**src/rtl/rart_pkg.sv**
```systemverilog
// ---------------------------------------------------------------------------
// Rotor angle and rate tracker: shared package
// Field widths, encoder constants and the control group that steps the
// rate averaging divider.
// ---------------------------------------------------------------------------
`default_nettype none

package rart_pkg;

  // Field widths.
  localparam int POS_W  = 13;
  localparam int RATE_W = 14;
  localparam int EXT_W  = 15;
  localparam int ANG_W  = 13;
  localparam int RAD_W  = 16;

  // Default depth of the rate history.
  localparam int RATE_SAMPLES_DEF = 8;

  // Encoder constants.
  localparam logic [POS_W-1:0] HALF_TURN        = 13'd4096;
  localparam logic signed [EXT_W-1:0] TURN_CNT  = 15'sd8192;
  localparam logic signed [EXT_W-1:0] WRAP_LIM  = 15'sd7500;
  // 2*pi in Q16, rounded.
  localparam logic [19:0] TWO_PI_Q16            = 20'd411775;

  typedef logic signed [RATE_W-1:0] rate_t;

  // Stage loads handed to the divider.
  typedef struct packed {
    logic ld_s3;
    logic ld_out;
  } div_ctl_t;

endpackage

`default_nettype wire

```
**src/rtl/rotor_angle_rate_tracker_core.sv**
```systemverilog
// ---------------------------------------------------------------------------
// Rotor angle and rate tracker
// Unwraps 13-bit encoder samples into a turn-extended position and a rate,
// averages the rate over a row of history cells, and reports the angle
// from a programmable zero offset in counts and in Q13 radians.
// ---------------------------------------------------------------------------
//
// Channel  | Direction | Ports                      | Contents
// ---------+-----------+----------------------------+-------------------------
// in       | slave     | in_tvalid/tready/tdata     | raw_position
// out      | master    | out_tvalid/tready/tdata    | position, rates, angle
// cfg      | write     | cfg_wen/cfg_wdata          | zero_offset
//
// One sample is taken every cycle unless a stalled output backs up the stages.
// Four register stages (unwrap, sum and angle product, reciprocal multiply and
// rounding, output) carry each result to the bus in that order. A stage loads
// when the next one is empty or moving, so bubbles close up and a stalled
// output still lets earlier stages fill.
// Synchronous reset clears the valids, history, sum, unwrap state and offset.
// ---------------------------------------------------------------------------
`default_nettype none

module rotor_angle_rate_tracker_core #(
  parameter int RATE_SAMPLES = rart_pkg::RATE_SAMPLES_DEF
) (
  input  wire                          clk,
  input  wire                          rst_n,
  // Input samples.
  input  wire                          in_tvalid,
  output logic                         in_tready,
  input  wire  [15:0]                  in_tdata,   // [12:0] raw_position, [15:13] zero
  // Results.
  output logic                         out_tvalid,
  input  wire                          out_tready,
  // [14:0] extended_position, [28:15] raw_rate, [42:29] filtered_rate,
  // [55:43] angle_counts, [71:56] angle_radians
  output logic [71:0]                  out_tdata,
  // Zero offset register.
  input  wire                          cfg_wen,
  input  wire  [rart_pkg::POS_W-1:0]   cfg_wdata
);
  import rart_pkg::*;

  localparam int SUM_W = RATE_W + $clog2(RATE_SAMPLES);

  // Configuration and unwrap state.
  logic [POS_W-1:0] zero_offset_r;
  logic [POS_W-1:0] prev_r;
  logic             started_r;

  // Stage valids and loads.
  logic v1_r, v2_r, v3_r, vout_r;
  logic ld1, ld2, ld3, ld_out;
  logic accept;
  div_ctl_t div_ctl;

  // Stage one, combinational unwrap.
  logic [POS_W-1:0]        pos;
  logic [POS_W-1:0]        prev_eff;
  logic signed [EXT_W-1:0] diff_c;
  logic signed [EXT_W-1:0] rate_wide_c;
  logic signed [1:0]       turn_c;
  logic signed [EXT_W-1:0] ext_c;
  rate_t                   rate_c;
  logic [ANG_W-1:0]        counts_c;

  // Stage registers.
  rate_t                   rate_s1_r, rate_s2_r, rate_s3_r, rate_o_r;
  rate_t                   oldest_s1_r;
  logic signed [EXT_W-1:0] ext_s1_r, ext_s2_r, ext_s3_r, ext_o_r;
  logic signed [ANG_W-1:0] counts_s1_r, counts_s2_r, counts_s3_r, counts_o_r;
  logic signed [32:0]      prod_c, prod_s2_r;
  logic [32:0]             prod_mag_c;
  logic [32:0]             prod_rnd_c;
  logic signed [RAD_W-1:0] rad_mag_c;
  logic signed [RAD_W-1:0] rad_s3_r, rad_o_r;

  // Running sum of the history.
  logic signed [SUM_W-1:0] sum_r, sum_nxt, sum_s2_r;
  rate_t                   filt;

  // History cells.
  rate_t cell_d [RATE_SAMPLES];
  rate_t cell_q [RATE_SAMPLES];

  // ------------------------------------------------------------------------
  // Flow control
  // ------------------------------------------------------------------------
  assign ld_out    = !vout_r || out_tready;
  assign ld3       = !v3_r || ld_out;
  assign ld2       = !v2_r || ld3;
  assign ld1       = !v1_r || ld2;
  assign in_tready = ld1;
  assign accept    = in_tvalid && ld1;

  assign div_ctl.ld_s3  = ld3;
  assign div_ctl.ld_out = ld_out;

  always_ff @(posedge clk) begin
    if (!rst_n) begin
      v1_r   <= 1'b0;
      v2_r   <= 1'b0;
      v3_r   <= 1'b0;
      vout_r <= 1'b0;
    end else begin
      if (ld1)    v1_r   <= in_tvalid;
      if (ld2)    v2_r   <= v1_r;
      if (ld3)    v3_r   <= v2_r;
      if (ld_out) vout_r <= v3_r;
    end
  end

  // ------------------------------------------------------------------------
  // Configuration and unwrap state
  // ------------------------------------------------------------------------
  always_ff @(posedge clk) begin
    if (!rst_n) begin
      zero_offset_r <= '0;
      prev_r        <= '0;
      started_r     <= 1'b0;
    end else begin
      if (cfg_wen) zero_offset_r <= cfg_wdata;
      if (accept) begin
        prev_r    <= pos;
        started_r <= 1'b1;
      end
    end
  end

  // ------------------------------------------------------------------------
  // Stage one: unwrap the sample against the previous one. On the first
  // sample the previous position is the sample itself, so the rate is zero
  // and the turn comes from where the sample sits relative to the offset.
  // ------------------------------------------------------------------------
  always_comb begin
    pos      = in_tdata[POS_W-1:0];
    prev_eff = started_r ? prev_r : pos;
    diff_c   = $signed({2'b00, pos}) - $signed({2'b00, prev_eff});
    turn_c   = 2'sd0;
    if (!started_r) begin
      if (zero_offset_r >= HALF_TURN) begin
        if (pos < zero_offset_r - HALF_TURN) turn_c = 2'sd1;
      end else begin
        if (pos > zero_offset_r + HALF_TURN) turn_c = -2'sd1;
      end
    end
    rate_wide_c = diff_c;
    if (diff_c < -WRAP_LIM) begin
      turn_c      = 2'sd1;
      rate_wide_c = diff_c + TURN_CNT;
    end else if (diff_c > WRAP_LIM) begin
      turn_c      = -2'sd1;
      rate_wide_c = diff_c - TURN_CNT;
    end
    rate_c = rate_wide_c[RATE_W-1:0];
    case (turn_c)
      2'sd1:   ext_c = $signed({2'b00, pos}) + TURN_CNT;
      -2'sd1:  ext_c = $signed({2'b00, pos}) - TURN_CNT;
      default: ext_c = $signed({2'b00, pos});
    endcase
    // The wrap to a signed half turn either side is the 13-bit difference.
    counts_c = pos - zero_offset_r;
  end

  always_ff @(posedge clk) begin
    if (ld1) begin
      rate_s1_r   <= rate_c;
      ext_s1_r    <= ext_c;
      counts_s1_r <= $signed(counts_c);
      oldest_s1_r <= cell_q[RATE_SAMPLES-1];
    end
  end

  // ------------------------------------------------------------------------
  // History: a row of cells that shifts once per accepted sample. The value
  // leaving the last cell is the one the running sum drops.
  // ------------------------------------------------------------------------
  assign cell_d[0] = rate_c;

  for (genvar g = 0; g < RATE_SAMPLES; g++) begin : g_cell
    if (g > 0) begin : g_link
      assign cell_d[g] = cell_q[g-1];
    end
    rart_cell u_cell (
      .clk      (clk),
      .rst_n    (rst_n),
      .shift_en (accept),
      .d_in     (cell_d[g]),
      .q        (cell_q[g])
    );
  end

  // ------------------------------------------------------------------------
  // Stage two: running sum update and the angle to radians product.
  // ------------------------------------------------------------------------
  always_comb begin
    sum_nxt = sum_r + SUM_W'(rate_s1_r) - SUM_W'(oldest_s1_r);
    prod_c  = $signed({{20{counts_s1_r[ANG_W-1]}}, counts_s1_r})
            * $signed({13'b0, TWO_PI_Q16});
  end

  always_ff @(posedge clk) begin
    if (!rst_n) begin
      sum_r <= '0;
    end else if (v1_r && ld2) begin
      sum_r <= sum_nxt;
    end
  end

  always_ff @(posedge clk) begin
    if (ld2) begin
      sum_s2_r    <= sum_nxt;
      rate_s2_r   <= rate_s1_r;
      ext_s2_r    <= ext_s1_r;
      counts_s2_r <= counts_s1_r;
      prod_s2_r   <= prod_c;
    end
  end

  // ------------------------------------------------------------------------
  // Stage three: round the product to Q13, half away from zero.
  // ------------------------------------------------------------------------
  always_comb begin
    prod_mag_c = prod_s2_r[32] ? (~prod_s2_r + 1'b1) : prod_s2_r;
    prod_rnd_c = prod_mag_c + 33'd32768;
    rad_mag_c  = $signed(prod_rnd_c[31:16]);
  end

  always_ff @(posedge clk) begin
    if (ld3) begin
      rate_s3_r   <= rate_s2_r;
      ext_s3_r    <= ext_s2_r;
      counts_s3_r <= counts_s2_r;
      rad_s3_r    <= prod_s2_r[32] ? -rad_mag_c : rad_mag_c;
    end
  end

  // The divider spans stage three and the output register.
  rart_div #(
    .RATE_SAMPLES (RATE_SAMPLES)
  ) u_div (
    .clk    (clk),
    .ctl    (div_ctl),
    .sum_in (sum_s2_r),
    .filt   (filt)
  );

  // ------------------------------------------------------------------------
  // Output register.
  // ------------------------------------------------------------------------
  always_ff @(posedge clk) begin
    if (ld_out) begin
      rate_o_r   <= rate_s3_r;
      ext_o_r    <= ext_s3_r;
      counts_o_r <= counts_s3_r;
      rad_o_r    <= rad_s3_r;
    end
  end

  assign out_tvalid = vout_r;
  assign out_tdata  = {rad_o_r, counts_o_r, filt, rate_o_r, ext_o_r};

endmodule

`default_nettype wire

```
**src/rtl/rart_cell.sv**
```systemverilog
// ---------------------------------------------------------------------------
// Rotor angle and rate tracker: rate history cell
// One slot of the rate history. On each accepted sample the cell takes the
// value of its upstream neighbor and passes its own value downstream.
// ---------------------------------------------------------------------------
`default_nettype none

module rart_cell (
  input  wire               clk,
  input  wire               rst_n,
  input  wire               shift_en,
  input  rart_pkg::rate_t   d_in,
  output rart_pkg::rate_t   q
);
  import rart_pkg::*;

  rate_t q_r;

  always_ff @(posedge clk) begin
    if (!rst_n) begin
      q_r <= '0;
    end else if (shift_en) begin
      q_r <= d_in;
    end
  end

  assign q = q_r;

endmodule

`default_nettype wire

```
**src/rtl/rart_div.sv**
```systemverilog
// ---------------------------------------------------------------------------
// Rotor angle and rate tracker: average divider
// Divides the running rate sum by the history depth, truncating toward
// zero, through a reciprocal multiply in two register stages.
// ---------------------------------------------------------------------------
`default_nettype none

module rart_div #(
  parameter int RATE_SAMPLES = rart_pkg::RATE_SAMPLES_DEF
) (
  input  wire                                                     clk,
  input  rart_pkg::div_ctl_t                                      ctl,
  input  wire signed [rart_pkg::RATE_W+$clog2(RATE_SAMPLES)-1:0] sum_in,
  output rart_pkg::rate_t                                         filt
);
  import rart_pkg::*;

  localparam int SUM_W = RATE_W + $clog2(RATE_SAMPLES);
  // The magnitude of the sum stays below 8192 * depth.
  localparam int MAG_W = SUM_W - 1;
  // Depth must be at most 64, which the block does not enforce; then a shift of MAG_W + 6 keeps the quotient exact.
  localparam int K     = MAG_W + 6;
  localparam longint unsigned RECIP =
    ((64'd1 << K) + longint'(RATE_SAMPLES) - 64'd1) / longint'(RATE_SAMPLES);
  localparam int PROD_W = MAG_W + K + 1;

  logic [K:0]         recip;
  logic [SUM_W-1:0]   abs_c;
  logic [MAG_W-1:0]   mag_c;
  logic [PROD_W-1:0]  qprod_s3_r;
  logic               neg_s3_r;
  rate_t              quot_c;
  rate_t              filt_r;

  assign recip = RECIP[K:0];

  always_comb begin
    abs_c  = sum_in[SUM_W-1] ? (~sum_in + 1'b1) : sum_in;
    mag_c  = abs_c[MAG_W-1:0];
    quot_c = qprod_s3_r[K +: RATE_W];
  end

  always_ff @(posedge clk) begin
    if (ctl.ld_s3) begin
      qprod_s3_r <= PROD_W'(mag_c) * PROD_W'(recip);
      neg_s3_r   <= sum_in[SUM_W-1];
    end
    if (ctl.ld_out) begin
      filt_r <= neg_s3_r ? -quot_c : quot_c;
    end
  end

  assign filt = filt_r;

endmodule

`default_nettype wire
```
**config.mk**
```make
export PLATFORM = sky130hd
export DESIGN_NAME = rotor_angle_rate_tracker_core
export DESIGN_NICKNAME = d
export VERILOG_FILES = /design/src/rtl/rart_pkg.sv /design/src/rtl/rotor_angle_rate_tracker_core.sv /design/src/rtl/rart_cell.sv /design/src/rtl/rart_div.sv
export SDC_FILE = /design/constraint.sdc
export NUM_CORES = 1
export LEC_CHECK = 0
export BUFFER_PORTS_ARGS = -buffer_cell sky130_fd_sc_hd__buf_4
export CAP_MARGIN = 25
export CORE_UTILIZATION = 43
export DETAILED_ROUTE_END_ITERATION = 8
export GPL_ROUTABILITY_DRIVEN = 0
export PLACE_DENSITY = 0.62
export SLEW_MARGIN = 25
export SYNTH_ARGS = -nofsm -noshare
export SYNTH_HDL_FRONTEND = slang
export SYNTH_SLANG_ARGS = --single-unit
```
**constraint.sdc**
```tcl
create_clock -name clk -period 12.2 [get_ports clk]
set_input_delay 0.61 -clock clk [delete_from_list [all_inputs] [get_ports clk]]
set_output_delay 0.61 -clock clk [all_outputs]
set_load 0.01 [all_outputs]
```
---- Word level (Yosys, flattened, before mapping) ----
Index checks and enable logic that the tools add are counted.
W data, S select, Z words.
operators by class
  add/subtract/negate cells ............... 15
  $mul .................................... 1
  magnitude comparators ................... 5
  equal/unequal tests ..................... 2
  mux-type cells .......................... 14
  bitwise operators ....................... 2
  reductions and logical operators ........ 10
operators with widths
  operator                  number
  $mul A13 B20 Y33 const B  1
  $add A32 B1 Y32 const B   1
  $add A32 B16 Y32 const B  1
  $mux W16                  2
  $mux W32                  1
  $not A32 Y32              1
  $pmux W15 S2              1
  $mux W14                  2
  $mux W13                  2
  $add A17 B14 Y17          1
  $sub A17 B14 Y17          1
  $add A16 B1 Y16 const B   1
  $neg A16 Y16              1
  $not A16 Y16              1
  $add A13 B14 Y15 const B  1
  $sub A13 B14 Y15 const B  1
  $add A14 B14 Y14 const B  1
  $gt A14 B14 Y1 const B    1
  $lt A14 B14 Y1 const B    1
  $neg A13 Y14              1
  $sub A13 B13 Y14          1
  $sub A14 B14 Y14 const B  1
  $add A13 B13 Y13 const B  1
  $ge A13 B13 Y1 const B    1
  other kinds (11)          22
storage, ports and cells
  register bits ........................... 455
  bits of input ports ..................... 34
  output and inout port bits .............. 74
  logic and storage cells ................. 86

---- Longest topological paths before layout ----
  word-level depth ........................ 9
  mapped depth ............................ 23
  gate-level depth less buffers ........... 23

---- By module ----
Synthesis repeated with hierarchy kept, for this count alone.
unflattened totals
  cells, all modules ...................... 1968
  area, all modules ....................... 23887.9 sq um
by module, submodules not included
  module                         instances  cells each  area each (sq um)  seq. area each (sq um)
  rotor_angle_rate_tracker_core  1          1506        18122.4            8858.5
  rart_cell                      8          45          543.0              280.3
  rart_div                       1          102         1421.4             840.8

---- Worst setup path before layout ----
Ideal clock, no wire load.
  path kind ............................... reg-to-reg
  from .................................... register counts_s1_r[7]
  to ...................................... register prod_s2_r[32], data pin
  setup time .............................. 0.259 ns
  data arrival time ....................... 5.670 ns
  required time ........................... 11.941 ns
  slack ................................... 6.271 ns
  cell stages (with the launch flop) ...... 20
  buffers on the path ..................... 0
  period minus slack after synthesis ...... 5.929 ns
  path through ............................ edfxtp_1 -> fa_1 -> fa_1 -> fa_1 -> fa_1 -> inv_1 -> fa_1 -> inv_1 -> fa_1 -> ha_1 -> a21o_1 -> a21o_1 -> a21o_1 -> a41oi_1 -> o22ai_1 -> a221oi_1 -> a21o_1 -> o211a_1 -> a21oi_1 -> xnor2_1
on the way
  longest elaborated chain between the ends .. 1
RTL lines
  element                 RTL line                              text
  from (decl)             rotor_angle_rate_tracker_core.sv:71   logic signed [ANG_W-1:0] counts_s1_r, counts_s2_r, counts_s3_r, counts_o_r;
  from (signal assigned)  rotor_angle_rate_tracker_core.sv:169  counts_s1_r <= $signed(counts_c);
  $mul A13 B20 Y33        rotor_angle_rate_tracker_core.sv:199  * $signed({13'b0, TWO_PI_Q16});
  named net prod_c[32]    rotor_angle_rate_tracker_core.sv:72   logic signed [32:0] prod_c, prod_s2_r;
  to (signal assigned)    rotor_angle_rate_tracker_core.sv:216  prod_s2_r <= prod_c;
  to (decl)               rotor_angle_rate_tracker_core.sv:72
The timed path passes the listed nets, and every way through them passes these cells.
A chain may end at the register's enable or synchronous reset.

---- Final worst setup path ----
Ends and elaborated chain as after synthesis.

==> run_results.csv <==
group,metric,value,unit
yosys,syn-cell-area,0.0230,mm2
critical_path,reg2reg_depth,19,
route,drtIter0Drc,740,
yosys,synth_area_leaders,"edfxtp_1 (38%), dfxtp_1 (14%), ha_1 (10%), fa_1 (7.0%), nand2_1 (5.4%)",
floorplanning,io_pins,108,
floorplanning,die_w,233,um
yosys,synth_area_leader_cell,"edfxtp_1",
cts,cts_sinks,451,
min_path,whs_endpoint,"ext_s1_r[0]",
status,violations,"DRC",
critical_path,rrSetupSlack,5.52,ns
yosys,synthMuxAreaShare,1.46,%
job,maxCapViolations,0,
grt,grt_pass1_wl,71.4,mm
critical_path,critPathLaunchType,"register",
timing,finalCriticalPeriod,6.68,ns
floorplanning,design.core.area,0.0528,mm2
route,first_pass_iters,7,
yosys,ys_types,70,
placed_design,hpwl,31.3,mm
cts,cts_tree,"built",
yosys,syn-instance-count,2084,
critical_path,path_max_fanout,6,
yosys,synth-edff-count,291,
finish,drive_above_1_share,9.69,%
placed_design,io_buffers,104,
critical_path,r2r-start,"counts_s1_r[7]",
floorplanning,rows,84,
finish,final_common_cell,"nand2_1",
grt,antenna_found_initial,0,
cts,cts_max_level,2,
timing,finalSetupViolations,0,
finish,syn_to_final_growth,13.5,%
cts,post_cts_buffers,0,
timing,grt_setup_unrepaired,"false",
finish,fill_cells,4738,
route,drcViolationCount,14,
route,ant_nets,0,
finish,final_cell_mix,"nand2_1 (326), edfxtp_1 (291), inv_1 (231)",
cts,clock_latency,0.59,ns
grt,grt_overflow_total,0,
cts,hold_buffers,0,
yosys,synthXorXnorAreaFrac,4.61,%
finish,multi_input_area,0.00997,mm2
grt,grt_use_total,16.4,%
cts,clk_pin_slew,0.06,ns
yosys,syn_area_per_cell,11.1,um2
min_path,hold_path_class,"input port to register",
route,wl_per_cell,15.0,um
route,vias,14555,
timing,clock.fmax,150,MHz
status,status,"complete, but fails checks",
yosys,synthAdderAreaFrac,17.1,%
finish,regArea,0.0119,mm2
yosys,seq_area_frac_synth,51.9,%
critical_path,critPathKind,"register to register",
yosys,synthSimpleGateAreaFrac,10.7,%
timing,slew_headroom,38.4,%
grt,grt_start_max_net_pins,100,
cts,cts_root_buffer,"clkbuf_16",
timing,tns,0,ns
yosys,synth_nets,2384,
yosys,synth_top_family_by_area,"adder cells",
critical_path,cp.required,12.54,ns
cts,clk_path_buf_depth,3,
route,via_per_inst,5.01,
timing,finalCritPeriodShare,54.8,%
min_path,hold_depth,1,
finish,antenna_cells,0,
finish,nets,2479,
yosys,ys_warn_count,0,
yosys,synth_top_area_share,37.9,%
grt,grt_pass1_vias,14054,
critical_path,r2r_end,"prod_s2_r[32]",
route,routed_wl,43.5,mm
floorplanning,start_util,43.6,%
floorplanning,die_h,233,um
cts,cts_made_buffers,49,
yosys,synth_flop_cell,"edfxtp_1",
timing,slew_violations,0,
floorplanning,die_area,0.0545,mm2
critical_path,endpoint_kind,"register",
timing,layout_setup_ws,5.52,ns
timing,hold_viol,0,
timing,worstMarginPinSlew,0.924,ns
critical_path,crit_arrival,7.02,ns
min_path,min-delay-start,"in_tdata[0]",
placed_design,post-place-ws,5.53,ns
cts,cts_resized,0,
yosys,synth-seq-cells,451,
timing,fin_skew,0.0212,ns
yosys,synth_compound_area_share,9.26,%
yosys,async_flop_share,0,%
## flip-flops by register name (all words and copies together) (netlist names), 15 cells and up
| register | cells |
|---|---|
| ext_o_r | 15 |
| ext_s1_r | 15 |
| ext_s2_r | 15 |
| ext_s3_r | 15 |
| g_cell.u_cell.q | 112 |
| prod_s2_r | 32 |
| rad_o_r | 16 |
| rad_s3_r | 16 |
| sum_r | 17 |
| sum_s2_r | 17 |
## synth_stat cells (10+ instances only)
library cell / instances
nand2_1: 329
edfxtp_1: 291
inv_1: 233
a21oi_1: 186
ha_1: 185
dfxtp_1: 160
xnor2_1: 88
nor2_1: 84
fa_1: 81
clkbuf_1: 58
o21ai_0: 50
xor2_1: 30
mux2i_1: 28
a21o_1: 24
nand3_1: 18
or3_1: 15
nor3_1: 14
o31ai_1: 14
nand2b_1: 12
nor2b_1: 12
a21boi_0: 11
nand4_1: 11
o22ai_1: 11
and2_1: 10
nor4_1: 10
## per-layer routing
metal,vias up,GRT usage (%),wire length [um]
met3,80,2.50,1900
met2,264,25.5,19500
li1,7317,-,-
met1,6894,23.2,20900
met5,-,0,0
met4,0,6.11,1200
## through the flow
stage                     hold slack [ns]  util [%]  instance area, um2  instances
final                               0.253      49.5               26100       2907
after CTS                           0.217      49.5               26100       2907
after global placement              0.403      46.4               24500       2816
after global routing                0.225      49.5               26100       2907
after detailed placement            0.405      46.4               24500       2816
after floorplan                     0.400         -               23000       2084
## worst max path at each step
stage              startpoint       endpoint  slack [ns]  depth (start not counted)
3_5_place_dp   counts_s1_r[7]  prod_s2_r[32]        5.53                         19
3_3_place_gp   counts_s1_r[7]  prod_s2_r[32]        5.64                         19
5_1_grt        counts_s1_r[7]  prod_s2_r[32]        5.16                         19
6_report       counts_s1_r[7]  prod_s2_r[32]        5.52                         19
2_1_floorplan  counts_s1_r[7]  prod_s2_r[32]        6.27                         19
4_1_cts        counts_s1_r[7]  prod_s2_r[32]        5.51                         19
## layout make-up
class,count,area share [%]
Timing Repair Buffer,112,3.23
Inverter,235,3.40
Clock inverter,29,1.09
Sequential cell,451,45.7
Clock buffer,62,5.12
Multi-Input combinational cell,1330,38.2
Tap cell,688,3.29
## worst max-delay path: stages, from the launching register on
cell and delay [ns]:
edfxtp_1 0.58, fa_1 0.64, fa_1 0.58, fa_1 0.46, fa_1 0.55, inv_1 0.06, fa_1 0.52, inv_1 0.05
fa_1 0.42, ha_1 0.37, a21o_1 0.18, a21o_1 0.17, a21o_1 0.17, a41oi_1 0.36, o22ai_1 0.24, a221oi_1 0.43
a21o_1 0.24, o211a_1 0.21, a21oi_1 0.08, xnor2_1 0.12
## logic make-up (layout without fill, tap and decap cells)
logic type	Yosys count	count (layout)
simple gates	552	552
flops	451	451
compound gates	360	360
buf+inv	303	438
fa+ha+maj	267	267
xor+xnor	119	119
mux	32	32
Power is left out: the tool's default activity adds up to more than one toggle a clock period on the data nets, which glitch-free logic cannot reach.
